===== src/rtl/acp_ram.sv =====
// Generic single-write, single-read RAM with registered read data.
`default_nettype none
module acp_ram #(
  parameter int WIDTH = 32,
  parameter int DEPTH = 64
) (
  input  wire logic                     clk,
  input  wire logic                     we,
  input  wire logic [$clog2(DEPTH)-1:0] waddr,
  input  wire logic [WIDTH-1:0]         wdata,
  input  wire logic [$clog2(DEPTH)-1:0] raddr,
  output logic      [WIDTH-1:0]         rdata
);

  logic [WIDTH-1:0] mem [DEPTH];

  always_ff @(posedge clk) begin
    if (we) begin
      mem[waddr] <= wdata;
    end
    rdata <= mem[raddr];
  end

endmodule
`default_nettype wire


===== config.mk =====
export PLATFORM = sky130hd
export DESIGN_NAME = acp_ram
export DESIGN_NICKNAME = d
export VERILOG_FILES = /design/src/rtl/acp_ram.sv
export SDC_FILE = /design/constraint.sdc
export NUM_CORES = 2
export LEC_CHECK = 0
export ABC_AREA = 1
export BUFFER_PORTS_ARGS = -buffer_cell sky130_fd_sc_hd__buf_2
export CAP_MARGIN = 20
export CORE_ASPECT_RATIO = 0.9
export CORE_MARGIN = 2
export CORE_UTILIZATION = 23
export CTS_CLUSTER_DIAMETER = 150
export DETAILED_ROUTE_END_ITERATION = 6
export SLEW_MARGIN = 20
export SYNTH_ARGS = -nofsm -noshare
export SYNTH_HDL_FRONTEND = slang
export SYNTH_SLANG_ARGS = --single-unit

===== constraint.sdc =====
create_clock -name clk -period 10.1 [get_ports clk]
set_clock_uncertainty 0.05 [all_clocks]
set_input_delay 2.02 -clock clk [delete_from_list [all_inputs] [get_ports clk]]
set_output_delay 2.02 -clock clk [all_outputs]
set_load 0.02 [all_outputs]

==> summary.md <==
| Metric | Value |
|---|---|
| DP Area | `88,480 um2` |
| First-pass GRT wire length | `350.2 mm` |
| Slew headroom | `around 14%` |
| CTS max path bufs | `3` |
| CP startpoint kind | `input pin` |
| Antenna Nets Post-Route | `0` |
| Die Span X | `636.2 um` |
| CP max stage delay | `~0.7 ns` |
| Slew Limit Fails | `0` |
| Cell taking the most area after synthesis | `edfxtp_1` |
| WS Path Type | `in2reg` |
| Fraction of layout cells with a size suffix above 1 | `7.863%` |
| Port bufs | `77` |
| Final min period | `between 5 and 6 ns` |
| Util after Layout | `26.52%` |
| XOR/XNOR Fraction of Synth Area | `0%` |
| Register area share after synthesis | `between 70% and 80%` |
| Power Total | `17.87 mW` |
| Compound-Gate Fraction of Synth Area | `0%` |
| # nets final | `6,772` |
| Worst-margin pin slew | `1.286 ns` |
| Main combinational cell family by area after synthesis | `simple AND/OR/NAND/NOR gates` |
| Total Die Area | `364,600 um2` |
| Synth Area in Simple Gates | `~22%` |
| Maximum vdd ir drop | `164.8 uV` |
| Maxcap violations | `0` |
| CP delay by family, top | `buffers and inverters` |
| Vias in the first global route | `49,438` |
| Cells after synthesis | `slightly below 7,000` |
| Fin crit share | `50.16%` |
| GRT met2 Usage | `20.97%` |
| CTS tree | `done` |
| CTS Root Cell | `clkbuf_16` |
| GR Layer Usage met3 | `3.062%` |
| Synthesized-area fraction occupied by adder cells | `0%` |
| CP arrival | `5.78 ns` |
| Cts bufs inserted | `197` |
| Final Instance Area | `94,750 um2` |
| Ys flop type | `edfxtp_1` |
| Power per Cell Area | `188.6 nW/um2` |
| Hold slack final | `between 0.7 and 0.8 ns` |
| Syn Area/Cell | `between 10 and 15 um2` |
| Worst slack, placed | `between 4 and 5 ns` |
| Post-cts gate resize count | `0` |
| Post-CTS Hold Buffers | `0` |
| Worst-path clk slew | `about 0.060 ns` |
| Synth Warn # | `0` |
| Antenna violations before repair | `33` |
| Pin count of the biggest net entering global routing | `203` |
| Total number of vias | `about 53,000` |
| Initial Utilization | `23.16%` |
| FMAX | `~0.20 GHz` |
| CP Buf/Inv Count | `4` |
| CP required | `10.82 ns` |
| Sink Count | `2,080` |
| Setup Viol. Count Final | `0` |
| Sum of negative setup slack | `0 ns` |
| Area grow syn2layout | `14.52%` |
| LEAKAGE | `31.95 nW` |
| RePlAce Congestion | `0.7544` |
| CTS H-tree depth | `4` |
| Drt total wl | `243.5 mm` |
| Synth async-reset ratio | `0%` |
| Routed len/inst | `20.93 um` |
| Fraction of synthesized area in multiplexers | `0%` |
| Post-DR vias/cell | `4.547` |
| Die Ht | `roughly 570 um` |
| Final Instance Count excl. Fillers | `11,633` |
| Boundary pin count | `78` |
| Placement row count | `208` |
| Yosys cell types | `16` |
| Worst Setup End Kind | `flip-flop` |
| EDFF count, synth | `~2,000` |
| Final WS setup | `5.034 ns` |
| GRT Overall Usage | `12.88%` |
| Post-Syn Area | `82,740 um2` |
| Drc violations | `0` |
| Grt ovf | `0` |
| Hold WC Path Type | `reg2reg` |
| Grt met1 use | `16.91%` |
| CP max-delay cell | `buf_4` |
| Setup repair after global routing missed its margin | `no` |
| GR peak layer | `met2` |
| Cells after DPL | `11,252` |
| Yosys reg bits | `2,080` |
| Core box area | `357,300 um2` |
| Synth top area share | `74.33%` |
| First-pass iteration count of the detailed router | `6` |
| CP cell instances | `buf_8 > buf_12 > buf_12 > buf_4 > nand2_1 > nand3_1 > nand3_1 > nand3_1 > nand3_1 > nand2_1 > nand2_1 > nand2_1` |
| Crit path max fanout | `169` |
| Hpwl dp | `~120 mm` |
| First DRT Iteration DRCs | `around 6,400` |
| Clock insertion delay at the later pin of the skew report | `roughly 0.85 ns` |
| Number of hold violations in the final report | `0` |
| Status | `complete, no violations` |
| Area contributors post-synth | `edfxtp_1, nand3_1, nand2_1` |
| Syn_nets | `6,815` |
| Setup bufs post-CTS | `0` |
where the power goes:
| group | switching [mW] | internal (mW) |
|---|---|---|
| logic | 0.810 | 0.248 |
| clock network | 3.18 | 4.03 |
| registers | 0.0459 | 9.55 |
state kept, by name, summed over array words and instances, names as in the netlist:
register	count
mem	2048
rdata	32
cell families (layout without fill, tap and decap cells):
kind of cell,count (synthesis),after routing
buf+inv,461,585
simple gates,4228,4228
other cells,0,15
flops,2080,2080
per-layer routing:
metal / up-vias / routed length [um]
met4: 24 / 7066
met1: 26158 / 100600
met3: 371 / 22060
met5: - / 167
li1: 24054 / -
met2: 2294 / 113600
final cells by class:
type                            instances  area [um2]
Inverter                               12       83.83
Multi-Input combinational cell       4228       18770
Clock inverter                         94       778.2
Fill cell                           36502      262600
Tap cell                             4725        5912
Antenna cell                           15       37.54
Sequential cell                      2080       62140
Timing Repair Buffer                  207        1600
Clock buffer                          272        5428
Yosys cell counts, types with 3 or more instances:
| cell type | n |
|---|---|
| edfxtp_1 | 2048 |
| nand4_1 | 9 |
| inv_1 | 9 |
| buf_1 | 40 |
| nor4_1 | 8 |
| buf_6 | 3 |
| buf_2 | 282 |
| nand3_1 | 1907 |
| clkbuf_1 | 77 |
| nand2_1 | 2248 |
| buf_4 | 45 |
| dfxtp_1 | 32 |
| nor2_1 | 56 |
cells in the final DEF (no fill, tap or decap):
cell type	count
clkinv_2	25
inv_8	2
diode_2	15
inv_16	2
clkbuf_1	59
clkbuf_8	11
nand3_1	1907
buf_2	62
nor4_2	8
clkinv_1	42
clkinv_8	3
inv_4	1
nand4_1	9
nand2_1	2248
buf_8	3
inv_2	1
edfxtp_1	2048
inv_1	6
bufinv_16	11
clkinvlp_4	7
buf_12	14
inv_6	6
nor2_4	56
dfxtp_1	32
buf_4	127
clkbuf_16	202
buf_6	1
path summary, 6_finish.rpt:
path / startpoint / end / slack (ns) / cells after the start
min reg2reg: mem[38][11] / rdata[11] / 0.74 / 8
max reg2reg: mem[24][6] / rdata[6] / 8.35 / 8
max: raddr[0] / rdata[25] / 5.03 / 12
min: mem[38][11] / rdata[11] / 0.74 / 8
worst register-to-register path: stages, from the launching register on:
cell and delay (ns):
edfxtp_1 0.36, nand2_1 0.07, nand3_1 0.09, nand3_1 0.14
nand3_1 0.15, nand3_1 0.20, nand2_1 0.08, nand2_1 0.24
nand2_1 0.22
No activity file was read; power rests on OpenSTA's default activity.
